$ cat src/hw/rtl/tcw_pkg.sv
// ----------------------------------------------------------------------------
// tcw_pkg
// Shared constants, codes and controller/datapath link types for the text
// console writer.
// ----------------------------------------------------------------------------
package tcw_pkg;

    // Default screen geometry
    localparam int COLUMNS_DEF = 80;
    localparam int ROWS_DEF    = 25;

    // Request codes
    localparam logic [1:0] REQ_PUT   = 2'd0;
    localparam logic [1:0] REQ_CLEAR = 2'd1;
    localparam logic [1:0] REQ_READ  = 2'd2;

    // Character and attribute constants
    localparam logic [7:0] CHAR_NUL     = 8'h00;
    localparam logic [7:0] CHAR_NEWLINE = 8'h0A;
    localparam logic [7:0] CHAR_BLANK   = 8'h20;
    localparam logic [7:0] ATTR_RESET   = 8'h0F;

    // Screen memory write source
    typedef logic [1:0] t_wr_sel;
    localparam t_wr_sel WR_NONE  = 2'd0;
    localparam t_wr_sel WR_ZERO  = 2'd1;
    localparam t_wr_sel WR_BLANK = 2'd2;
    localparam t_wr_sel WR_CHAR  = 2'd3;

    // Cursor update
    typedef logic [2:0] t_cur_op;
    localparam t_cur_op CUR_HOLD    = 3'd0;
    localparam t_cur_op CUR_ZERO    = 3'd1;
    localparam t_cur_op CUR_BACK    = 3'd2;
    localparam t_cur_op CUR_NEWLINE = 3'd3;
    localparam t_cur_op CUR_ADVANCE = 3'd4;

    // Controller to datapath commands
    typedef struct packed {
        logic    capture;     // latch the request fields
        logic    sweep_clr;   // restart the sweep counter
        logic    sweep_inc;   // step the sweep counter
        logic    rd_copy;     // read the cell one row below the sweep
        logic    copy_issue;  // a scroll read is in flight
        t_wr_sel wr_sel;
        t_cur_op cur_op;
        logic    emit;        // send a result
        logic    emit_rd;     // result carries the read cell
    } t_dp_cmd;

    // Datapath to controller status
    typedef struct packed {
        logic is_put;
        logic is_clear;
        logic is_read;
        logic char_zero;
        logic char_nl;
        logic idx_ok;
        logic cur_end;
        logic copy_last;
        logic cells_last;
    } t_dp_stat;

endpackage

$ cat src/hw/rtl/tcw_ctrl.sv
// ----------------------------------------------------------------------------
// tcw_ctrl
// Request sequencer: decodes each item and steps the datapath through the
// reset clear, scroll, clear and read sequences.
// ----------------------------------------------------------------------------
module tcw_ctrl (
    input  logic              i_clk,
    input  logic              i_rst_n,
    input  logic              i_start,
    output logic              o_busy,
    output tcw_pkg::t_dp_cmd  o_cmd,
    input  tcw_pkg::t_dp_stat i_stat
);

    localparam logic [2:0] ST_INIT   = 3'd0;
    localparam logic [2:0] ST_IDLE   = 3'd1;
    localparam logic [2:0] ST_DECODE = 3'd2;
    localparam logic [2:0] ST_READ   = 3'd3;
    localparam logic [2:0] ST_COPY   = 3'd4;
    localparam logic [2:0] ST_DRAIN  = 3'd5;
    localparam logic [2:0] ST_FILL   = 3'd6;
    localparam logic [2:0] ST_CLEAR  = 3'd7;

    logic [2:0] r_state;
    logic [2:0] n_state;

    assign o_busy = (r_state != ST_IDLE);

    // State register
    always_ff @(posedge i_clk) begin
        if (!i_rst_n) begin
            r_state <= ST_INIT;
        end else begin
            r_state <= n_state;
        end
    end

    // Next state and commands
    always_comb begin
        n_state = r_state;
        o_cmd   = '0;
        unique case (r_state)
            ST_INIT: begin
                // zero the screen after reset
                o_cmd.wr_sel    = tcw_pkg::WR_ZERO;
                o_cmd.sweep_inc = 1'b1;
                if (i_stat.cells_last) begin
                    o_cmd.sweep_clr = 1'b1;
                    n_state         = ST_IDLE;
                end
            end
            ST_IDLE: begin
                if (i_start) begin
                    o_cmd.capture = 1'b1;
                    n_state       = ST_DECODE;
                end
            end
            ST_DECODE: begin
                priority if (i_stat.is_put && i_stat.char_zero) begin
                    o_cmd.emit = 1'b1;
                    n_state    = ST_IDLE;
                end else if (i_stat.is_put && i_stat.cur_end) begin
                    o_cmd.sweep_clr = 1'b1;
                    n_state         = ST_COPY;
                end else if (i_stat.is_put && i_stat.char_nl) begin
                    o_cmd.cur_op = tcw_pkg::CUR_NEWLINE;
                    o_cmd.emit   = 1'b1;
                    n_state      = ST_IDLE;
                end else if (i_stat.is_put) begin
                    o_cmd.wr_sel = tcw_pkg::WR_CHAR;
                    o_cmd.cur_op = tcw_pkg::CUR_ADVANCE;
                    o_cmd.emit   = 1'b1;
                    n_state      = ST_IDLE;
                end else if (i_stat.is_clear) begin
                    o_cmd.sweep_clr = 1'b1;
                    n_state         = ST_CLEAR;
                end else if (i_stat.is_read && i_stat.idx_ok) begin
                    n_state = ST_READ;
                end else begin
                    o_cmd.emit = 1'b1;
                    n_state    = ST_IDLE;
                end
            end
            ST_READ: begin
                o_cmd.emit    = 1'b1;
                o_cmd.emit_rd = 1'b1;
                n_state       = ST_IDLE;
            end
            ST_COPY: begin
                // one cell per cycle moves up one row
                o_cmd.rd_copy    = 1'b1;
                o_cmd.copy_issue = 1'b1;
                o_cmd.sweep_inc  = 1'b1;
                if (i_stat.copy_last) begin
                    n_state = ST_DRAIN;
                end
            end
            ST_DRAIN: begin
                // last copy write lands here
                n_state = ST_FILL;
            end
            ST_FILL: begin
                // blank the last row, then finish the put
                o_cmd.wr_sel    = tcw_pkg::WR_BLANK;
                o_cmd.sweep_inc = 1'b1;
                if (i_stat.cells_last) begin
                    o_cmd.sweep_clr = 1'b1;
                    o_cmd.cur_op    = tcw_pkg::CUR_BACK;
                    n_state         = ST_DECODE;
                end
            end
            ST_CLEAR: begin
                o_cmd.wr_sel    = tcw_pkg::WR_BLANK;
                o_cmd.sweep_inc = 1'b1;
                if (i_stat.cells_last) begin
                    o_cmd.sweep_clr = 1'b1;
                    o_cmd.cur_op    = tcw_pkg::CUR_ZERO;
                    o_cmd.emit      = 1'b1;
                    n_state         = ST_IDLE;
                end
            end
            default: begin
                n_state = ST_IDLE;
            end
        endcase
    end

endmodule

$ cat config.mk
export PLATFORM = sky130hd
export DESIGN_NAME = tcw_ctrl
export DESIGN_NICKNAME = d
export VERILOG_FILES = /design/src/hw/rtl/tcw_pkg.sv /design/src/hw/rtl/tcw_ctrl.sv
export SDC_FILE = /design/constraint.sdc
export NUM_CORES = 1
export LEC_CHECK = 0
export CORE_AREA = 5 5 42 44
export DETAILED_ROUTE_END_ITERATION = 10
export DIE_AREA = 0 0 47 49
export DONT_BUFFER_PORTS = 1
export PLACE_DENSITY_LB_ADDON = 0.1
export SYNTH_ARGS = -nofsm -noshare
export SYNTH_HDL_FRONTEND = slang
export SYNTH_SLANG_ARGS = --single-unit
$ cat constraint.sdc
create_clock -name i_clk -period 2.5 [get_ports i_clk]
set_clock_uncertainty 0.15 [all_clocks]
set_input_delay 0.5 -clock i_clk [delete_from_list [all_inputs] [get_ports i_clk]]
set_output_delay 0.5 -clock i_clk [all_outputs]
set_load 0.005 [all_outputs]
* Yosys cells after proc, flatten, opt, wreduce, memory -nomap -nowiden
Index checks and enable logic that the tools add are counted.
** Storage, ports and cells
- Output and inout port bits :: 13
- Memories kept :: 0
- Input port bits :: 12
- Logic and storage cells :: 60
- Bits in latches :: 0
- Bits in read-only memories :: 0
- Bits in registers :: 3
- Memory bits (writable) :: 0
** Operators by class
- Multipliers :: 0
- Shift-type cells :: 0
- Magnitude comparators :: 0
- Divide/modulo/power cells :: 0
- Bitwise logic cells :: 0
- Eq/ne operators :: 12
- Mux-type cells :: 37
- Reduce and logical (&&, ||, !) cells :: 10
- $add $sub $neg :: 0
** Operators with widths (count)
- $mux 3 :: 9
- $pmux 3 s7 :: 1
- $mux 1 :: 14
- $eq 3x3->1 const B :: 4
- $mux 2 :: 5
- $mux 5 :: 2
- $pmux 3 s3 :: 1
- $eq 3x2->1 const B :: 2
- $mux 6 :: 1
- $ne 2x2->1 const B :: 3
- $pmux 2 s3 :: 1
- $logic_and 1x1->1 :: 4
- $mux 4 :: 1
- $reduce_and 4->1 :: 1
- $reduce_or 2->1 :: 2
- $reduce_or 4->1 :: 1
- $eq 3x1->1 const B :: 1
- $logic_not 3->1 :: 1
- $ne 3x1->1 const B :: 1
- $pmux 1 s3 :: 1
- $reduce_or 3->1 :: 1
- $ne 2x1->1 const B :: 1
- $pmux 1 s2 :: 1

* Logic depth before layout (Yosys ltp)
Gate-level depths: netlist of the first run.
- Depth in word-level cells :: 8
- Depth in mapped cells :: 5
- Depth with buffers taken out :: 4

* Worst setup path after synthesis of the first run
OpenSTA, ideal clock, no wires.
- Kind :: input to output
- Start point :: input i_stat[4] in the netlist's numbering
- End point :: output o_cmd[6] in the netlist's numbering
- Stages on the path :: 3
- Slack :: 0.393 ns
- Path buffers :: 0
- Data required time :: 1.850 ns
- Data arrival time :: 1.457 ns
- Cell sequence :: or4b_2 -> o21ai_0 -> and2_1
** RTL lines
- start, declared :: RTL line tcw_ctrl.sv:12 : input tcw_pkg::t_dp_stat i_stat
- end, declared :: RTL line tcw_ctrl.sv:11 : output tcw_pkg::t_dp_cmd o_cmd,

==> results of run 1 <==
[cell usage in the layout, fill, tap and decap left out]
cell      instances
o21bai_1          1
nand3_1           1
nor4bb_1          1
and3_1            1
or2b_1            1
a221oi_2          1
a22oi_1           1
a21oi_1           4
inv_1             1
o21ai_0           2
o211a_1           1
dfxtp_1           3
or3_1             1
o22ai_1           1
mux2_2            1
nor2b_1           2
clkbuf_4          3
and2_1            1
or4b_2            1
o311a_1           1
buf_4             3
o31ai_1           1
nor3_1            4
a311o_1           1
clkbuf_1          1
a32o_1            1
nand2b_4          1
nand2_1           5
nand2b_1          1
clkinv_1          1
a31oi_1           1
nor2_1            7
a21boi_0          3
[area by class of cell]
type | instances | area (µm²) | area share
multi-input cells | 47 | 302.8 | 0.6895
flip-flops and latches | 3 | 60.06 | 0.1368
clock buffers | 4 | 26.28 | 0.05983
repair buffers | 3 | 22.52 | 0.05128
well taps | 16 | 20.02 | 0.04558
inverters | 2 | 7.507 | 0.01709
[per-layer routing]
metal,part of all wire,global-route usage
met5,0,0
met4,0,0.05530
met3,0.13,0.04797
met2,0.45,0.1538
met1,0.42,0.1162
[logic make-up after synthesis]
kind of cell,synth area share
mux,0.02839
buf+inv,0.08517
simple gates,0.3754
compound gates,0.3597
flops,0.1514
[critical path, cell delays in order]
cell and delay (ps):
or4b_2 690, o21ai_0 160, and2_1 160
[power by group]
group | leakage (nW) | switching [mW] | internal (mW)
clock | 0.0150 | 0.0239 | 0.0597
sequential | 0.0246 | 0.00758 | 0.0518
combinational | 0.136 | 0.0294 | 0.0285
total | 0.176 | 0.0609 | 0.140
[worst max path at each step]
stage / start / end / slack, ps
finish: i_stat[4] / o_cmd[6] / 350
detailed placement: i_stat[4] / o_cmd[6] / 340
CTS: i_stat[4] / o_cmd[6] / 330
floorplan: i_stat[4] / o_cmd[6] / 390
global placement: i_stat[4] / o_cmd[6] / 350
global route: i_stat[4] / o_cmd[6] / 260
==> flow_summary.ini, run 1 <==
[clock_tree]
cts_buffers = 3
cts_sinks = 3
hold_buffers = 0
cts_setup_buffers = 0
clk_pin_slew_ps = 40
worstSkewPairLatency_ps = 230
cts_tree = yes
clock_path_buffers = 2
htree_levels = 1
cts_resized = 0
root_buffer = clkbuf_4

[worst_setup_path]
r2r_cells = 3
crit_arrival_ps = 1500
cp-start-kind = primary input
r2r_setup_slack_ps = 900
path_max_fanout = 3
worstReg2RegEnd = r_state[2]
critPathKind = in -> out
crit-reg2reg-launch = r_state[0]
crit_required_ps = 1850
endpoint_kind = output pin

[detailed_routing]
vias = 423
drc = 0
routed_wl_mm = 1.109
viasPerCell = 5.640
drt_iter0_drc = 7
wl_per_cell_um = 14.79
drtPass1Iterations = 4
ant_nets = 0

[hold_path]
hp-start = i_rst_n
holdPathEnd = r_state[0]
holdPathStages = 1
hold_path_class = in -> reg

[finish]
drive_gt1_frac = 0.1695
layout.nets = 72
largest_reg_flops = 3
diodes = 0
reg_top3 = r_state: 3 flops
largest-register = r_state
stdcell_area_um2 = 439.2
syn_to_final_growth_pct = 10.73
fin_cells = 75
fin_util = 0.3134
fill_cells = 164

[global_route]
grt_start_max_net_pins = 17
gr-total-overflow = 0
grt_pass1_vias = 410
antenna_found_initial = 0
grt_first_pass_wirelength_mm = 1.745
track_usage = 0.1027

[timing]
fmax_mhz = 464.4
tns_ps = 0
setup_slack_ps = 346.7
period_share = 0.8613
worst_pin_slew_ps = 399.9
whs_ps = 250.0
hold_viol = 0
rsz0062_at_grt = no
max_slew_margin = 0.7297
setup_violations = 0
fin_crit_ps = 2153
slew_violations = 0

[floorplan]
design.die.area_um2 = 2303
rows = 14
core_um2 = 1401
io-pin-count = 25
fp.dieW_um = 47
die_height_um = 49
initial_core_util = 0.2830

[logic_synthesis]
synth_most_common_cell = nor2_1
synthFlopType = dfxtp_1
synth.top_cell.area_share = 0.1514
ys_ff_latch = 3
netlist_instances = 56
syn-cell-area_um2 = 396.6
yosysWarningCount = 0
yosys-top-cells-area = dfxtp_1 15%, nor2_1 6.6%, a21boi_0 5.7%
synth_nets = 68
ys_seq_area_frac = 0.1514
synth_edf_count = 0
synth-async-reset-ratio = 0
synth.distinct_cells = 33
yosysTopAreaCell = dfxtp_1
synth.avg_cell_area_um2 = 7.083
synthTopCellsByCount = 7 x nor2_1, 5 x nand2_1, 4 x a21oi_1, 4 x nor3_1

[status]
status = complete, no violations

[place]
hpwl_um = 860.7
io_buffers = 0
routabilityCongestion = 0.7391
dp_cells = 71
pre_cts_ws_ps = 335.3
post_dp_cell_area_um2 = 412.9

[power_and_ir_drop]
powerDensity_nw_per_um2 = 457.5
leakagePower_nw = 0.1759
irDropWorstVdd_mv = 0.1930
power.total_uw = 200.9

[flow_run]
cap_violations = 0
No activity file was read; power rests on OpenSTA's default activity.
==> run 2, diff against run 1 <==
--- a/config.mk
+++ b/config.mk
@@ -5,11 +5,11 @@
 export SDC_FILE = /design/constraint.sdc
 export NUM_CORES = 1
 export LEC_CHECK = 0
-export CORE_AREA = 5 5 42 44
+export CORE_AREA = 2 2 39 41
 export DETAILED_ROUTE_END_ITERATION = 10
-export DIE_AREA = 0 0 47 49
+export DIE_AREA = 0 0 41 43
 export DONT_BUFFER_PORTS = 1
-export PLACE_DENSITY_LB_ADDON = 0.1
+export PLACE_DENSITY = 0.39
 export SYNTH_ARGS = -nofsm -noshare
 export SYNTH_HDL_FRONTEND = slang
 export SYNTH_SLANG_ARGS = --single-unit
==> run 2 against run 1 <==
Largest power group unchanged. Critical path type is now reg -> out. Wire length is 5.4% lower. Critical path depth unchanged. Non-clock buffer count shrank 2. Clock power down 2%.
==> flow_summary.ini, run 2 (synthesis gave the netlist of run 1 again) <==
[timing]
setup_violations = 0
tns_ps = 0
fmax_mhz = 438.1
rsz0062_at_grt = no
slew_violations = 0
fin_crit_ps = 2283
worst_pin_slew_ps = 601.7
hold_viol = 0
max_slew_margin = 0.5983
period_share = 0.9130

[worst_setup_path]
crit-reg2reg-launch = r_state[1]
r2r_setup_slack_ps = 690
crit_family = flip-flops
critPathKind = reg -> out
path_max_fanout = 17
critical-path-max-stage-delay_ps = 690
crit_arrival_ps = 1630
crit_chain = nand2b_4 -> a311o_1 -> o22ai_1
cp.depth = 3
r2r_cells = 4
slowest_stage = dfxtp_1
worstReg2RegEnd = r_state[0]
crit_buf_inv = 0
cp-start-kind = register
endpoint_kind = output pin
crit_required_ps = 1850

[place]
routabilityCongestion = 0.6990
io_buffers = 0
dp_cells = 69
hpwl_um = 788.8

[finish]
final_common_cell = nor2_1
syn_to_final_growth_pct = 6.940
final_cell_mix = 7 x nor2_1, 5 x nand2_1, 4 x nor3_1, 4 x a21oi_1
largest_reg_flops = 3
largest-register = r_state
layout.nets = 70
reg_top3 = r_state: 3 flops
drive_gt1_frac = 0.1404
fin_cells = 73
diodes = 0

[power_and_ir_drop]
internal-power_uw = 138.3
leakagePower_nw = 0.1664
p_clk_frac = 0.416
seq_power_share = 0.321
irDropWorstVdd_mv = 0.2495
p_sw_frac = 0.2990
p_comb_frac = 0.263
p_switching_uw = 59.01
powerDensity_nw_per_um2 = 465.3

[hold_path]
holdPathStages = 1
hp-start = i_rst_n
holdPathEnd = r_state[2]
hold_path_class = in -> reg

[clock_tree]
cts_sinks = 3
clk_pin_slew_ps = 40
root_buffer = clkbuf_4
worstSkewPairLatency_ps = 230
cts_buffers = 3
clock_path_buffers = 2
cts_resized = 0
hold_buffers = 0
htree_levels = 1
cts_setup_buffers = 0
cts_tree = yes

[detailed_routing]
viasPerCell = 5.575
routed_wl_mm = 1.049
wl_per_cell_um = 14.37
drtPass1Iterations = 4
drc = 0
drt_iter0_drc = 7
vias = 407
ant_nets = 0

[floorplan]
fp.dieW_um = 41
die_height_um = 43
core_um2 = 1384
io-pin-count = 25
rows = 14
design.die.area_um2 = 1763
initial_core_util = 0.2866

[global_route]
grt_use_met2 = 0.1813
grt-busiest-layer = met2
gr-total-overflow = 0
met1_usage = 0.1597
grt_pass1_vias = 357
grt_start_max_net_pins = 18
track_usage = 0.1182
grt_first_pass_wirelength_mm = 1.476
antenna_found_initial = 0
use_met3 = 0.02094

[status]
status = complete, no violations

[flow_run]
cap_violations = 0
## run 2: per-layer routing
layer	wire length, µm	vias to the layer above
li1	-	211
met1	500	183
met2	495	13
met3	53	0
met4	0	0
met5	0	-
## run 2: worst max-delay path by stage
stage               slack, ps  endpoint        from
finish                    220  o_cmd[1]  r_state[1]
global placement          350  o_cmd[6]   i_stat[4]
global route               90  o_cmd[1]  r_state[1]
detailed placement        330  o_cmd[6]   i_stat[4]
floorplan                 390  o_cmd[6]   i_stat[4]
CTS                       230  o_cmd[1]  r_state[1]
## run 2: through the flow
step | worst slack [ps] | utilization | cell area, µm² | hold slack [ps] | total power, mW
final | 217.5 | 0.3065 | 424.2 | 252.3 | 0.1974
after CTS | 227.3 | 0.3065 | 424.2 | 246.6 | 0.2023
after detailed placement | 332.8 | 0.2875 | 397.9 | 491.6 | 0.1163
after floorplan | 393.1 | - | 396.6 | 438.5 | 0.1120
after global routing | 88.14 | 0.3065 | 424.2 | 247.1 | 0.2127
after global placement | 354.3 | 0.2875 | 397.9 | 488.4 | 0.1164
## run 2: layout make-up
type	count	area, µm²
Multi-Input combinational cell	47	302.8
Tap cell	16	20.02
Clock buffer	4	26.28
Inverter	2	7.507
Timing Repair Buffer	1	7.507
Sequential cell	3	60.06
Fill cell	165	959.7
## run 2: power groups by stage
stage	clock [mW]	combinational, mW	sequential (mW)
6_report	0.0821	0.0520	0.0633
2_1_floorplan	0	0.0566	0.0555
5_1_grt	0.0889	0.0595	0.0644
3_3_place_gp	0	0.0526	0.0637
4_1_cts	0.0866	0.0525	0.0632
3_5_place_dp	0	0.0523	0.0640
## run 2: worst register-to-register path: stages (launching register included)
cell and delay, ps:
dfxtp_1 690, nand2b_4 120, a311o_1 370, a221oi_2 270
o211a_1 150
==> run 3, diff against run 2 <==
--- a/config.mk
+++ b/config.mk
@@ -5,11 +5,13 @@
 export SDC_FILE = /design/constraint.sdc
 export NUM_CORES = 1
 export LEC_CHECK = 0
+export ABC_AREA = 1
 export CORE_AREA = 2 2 39 41
 export DETAILED_ROUTE_END_ITERATION = 10
 export DIE_AREA = 0 0 41 43
 export DONT_BUFFER_PORTS = 1
-export PLACE_DENSITY = 0.39
+export PLACE_DENSITY = 0.38
+export SLEW_MARGIN = 0
 export SYNTH_ARGS = -nofsm -noshare
 export SYNTH_HDL_FRONTEND = slang
 export SYNTH_SLANG_ARGS = --single-unit
==> run 3 against run 2 <==
Global-route usage is 0.49 points higher. Critical endpoint is now o_cmd[3]. Cell count increased by 15%. Largest power group is now combinational logic. Register-to-register slack improved by 430 ps. Flip-flop and latch count stayed put. Wire length decreased by 13%.
==> flow_summary.ini, run 3 <==
[timing]
worst_pin_slew_ps = 410.5
whs_ps = 244.6
max_slew_margin = 0.7227
setup_violations = 0
tns_ps = 0
slew_violations = 0
fin_crit_ps = 1951
setup_slack_ps = 549.0
fmax_mhz = 512.6
period_share = 0.7804
hold_viol = 0
rsz0062_at_grt = no

[clock_tree]
cts_tree = yes
clk_pin_slew_ps = 40
worstSkewPairLatency_ps = 230
cts_sinks = 3
cts_resized = 0
hold_buffers = 0
root_buffer = clkbuf_4
htree_levels = 1
clock_path_buffers = 2
cts_buffers = 3
cts_setup_buffers = 0

[power_and_ir_drop]
p_sw_frac = 0.5200
leakagePower_nw = 0.2226
power.total_uw = 430.1
internal-power_uw = 206.5
p_clk_frac = 0.195
irDropWorstVdd_mv = 0.4476
seq_power_share = 0.237
p_comb_frac = 0.568
p_switching_uw = 223.7
powerDensity_nw_per_um2 = 1032

[worst_setup_path]
crit-reg2reg-launch = r_state[0]
worstReg2RegEnd = r_state[1]
critPathKind = reg -> out
crit_arrival_ps = 1300
critical-path-max-stage-delay_ps = 470
path_max_fanout = 8
crit_chain = inv_2 -> o41ai_1
crit_buf_inv = 1
cp-start-kind = register
crit_family = flip-flops
r2r_cells = 7
r2r_setup_slack_ps = 1120
crit_required_ps = 1850
endpoint_kind = output pin
slowest_stage = dfxtp_1

[detailed_routing]
drc = 0
viasPerCell = 4.786
vias = 402
routed_wl_um = 915
drtPass1Iterations = 4
ant_nets = 0
wl_per_cell_um = 10.89
drt_iter0_drc = 6

[flow_run]
cap_violations = 0

[status]
status = complete, no violations

[place]
post_dp_cell_area_um2 = 390.4
pre_cts_ws_ps = 788.5
hpwl_um = 779.7
io_buffers = 0
routabilityCongestion = 0.6920

[finish]
diodes = 0
reg_top3 = r_state: 3 flops
largest_reg_flops = 3
final_cell_mix = 20 x nand2_1, 8 x nor2_1, 7 x inv_1
syn_to_final_growth_pct = 10.27
drive_gt1_frac = 0.2206
largest-register = r_state
final_common_cell = nand2_1
layout.nets = 81
stdcell_area_um2 = 416.7

[global_route]
grt_start_max_net_pins = 9
grt_first_pass_wirelength_mm = 1.469
gr-total-overflow = 0
antenna_found_initial = 0
track_usage = 0.1231
grt_pass1_vias = 332

[logic_synthesis]
synth.top_cell.area_share = 0.1987
yosys-top-cells-area = nand2_1 20%, dfxtp_1 16%, nor2_1 7.9%
ys_ff_latch = 3
synth.distinct_cells = 21
synth_nets = 77
yosysTopAreaCell = nand2_1
synth.avg_cell_area_um2 = 5.813
synth-async-reset-ratio = 0
synth_most_common_cell = nand2_1
yosysWarningCount = 0
ys_seq_area_frac = 0.1589
synthFlopType = dfxtp_1
netlist_instances = 65
synth_edf_count = 0
syn-cell-area_um2 = 377.9
synthTopCellsByCount = 20 x nand2_1, 8 x nor2_1, 7 x inv_1

[floorplan]
initial_core_util = 0.2731
core_um2 = 1384
die_height_um = 43
fp.dieW_um = 41
rows = 14
design.die.area_um2 = 1763
io-pin-count = 25

[hold_path]
hp-start = i_rst_n
holdPathStages = 2
hold_path_class = in -> reg
holdPathEnd = r_state[2]
run 3: changes by cell type in the layout (fill, tap and decap cells not counted), sizes merged, moves of 2 or more:
cell    before  now
nand2        5   23
inv          1   10
nand3        1    5
a21boi       3    0
nor2         7   10
nor3         4    1
a21oi        4    2
nand2b       2    0
nand3b       0    2
nor2b        2    0
o21ai        2    4
run 3: layout make-up:
type | count | area (µm²)
clock buffers | 4 | 26.28
fillers | 168 | 967.2
well taps | 16 | 20.02
flip-flops and latches | 3 | 60.06
inverters | 10 | 37.54
multi-input cells | 51 | 272.8
run 3: power groups by stage:
stage / combinational, mW / clock [mW] / sequential, mW
2_1_floorplan: 0.214 / 0 / 0.0956
3_3_place_gp: 0.255 / 0 / 0.104
3_5_place_dp: 0.247 / 0 / 0.102
4_1_cts: 0.249 / 0.0886 / 0.101
5_1_grt: 0.284 / 0.0937 / 0.105
6_report: 0.244 / 0.0840 / 0.102
run 3: worst max path at each step:
stage / start / end / slack (ps) / depth (start not counted)
after global placement: r_state[1] / o_cmd[1] / 770 / 4
after floorplan: r_state[2] / o_cmd[3] / 910 / 2
after CTS: r_state[2] / o_cmd[3] / 520 / 2
after global routing: r_state[2] / o_cmd[3] / 360 / 2
final: r_state[2] / o_cmd[3] / 550 / 2
after detailed placement: r_state[1] / o_cmd[1] / 790 / 4
run 3: cells by family after synthesis:
| group | after synthesis | synth area share |
|---|---|---|
| buffers and inverters | 11 | 0.1192 |
| AND/OR/NAND/NOR | 42 | 0.5695 |
| AO/OA/AOI/OAI | 9 | 0.1523 |
| flip-flops | 3 | 0.1589 |
run 3: metal layers:
layer,global-route usage,share of wire,vias up
met1,0.1592,0.46,168
li1,-,-,214
met2,0.1688,0.43,20
met5,0,0,-
met3,0.06806,0.10,0
met4,0.04000,0,0
run 3: through the flow:
stage / utilization / instances
final: 0.3011 / 84
after global routing: 0.3011 / 84
after CTS: 0.3011 / 84
after detailed placement: 0.2821 / 80
after global placement: 0.2821 / 80
after floorplan: - / 65
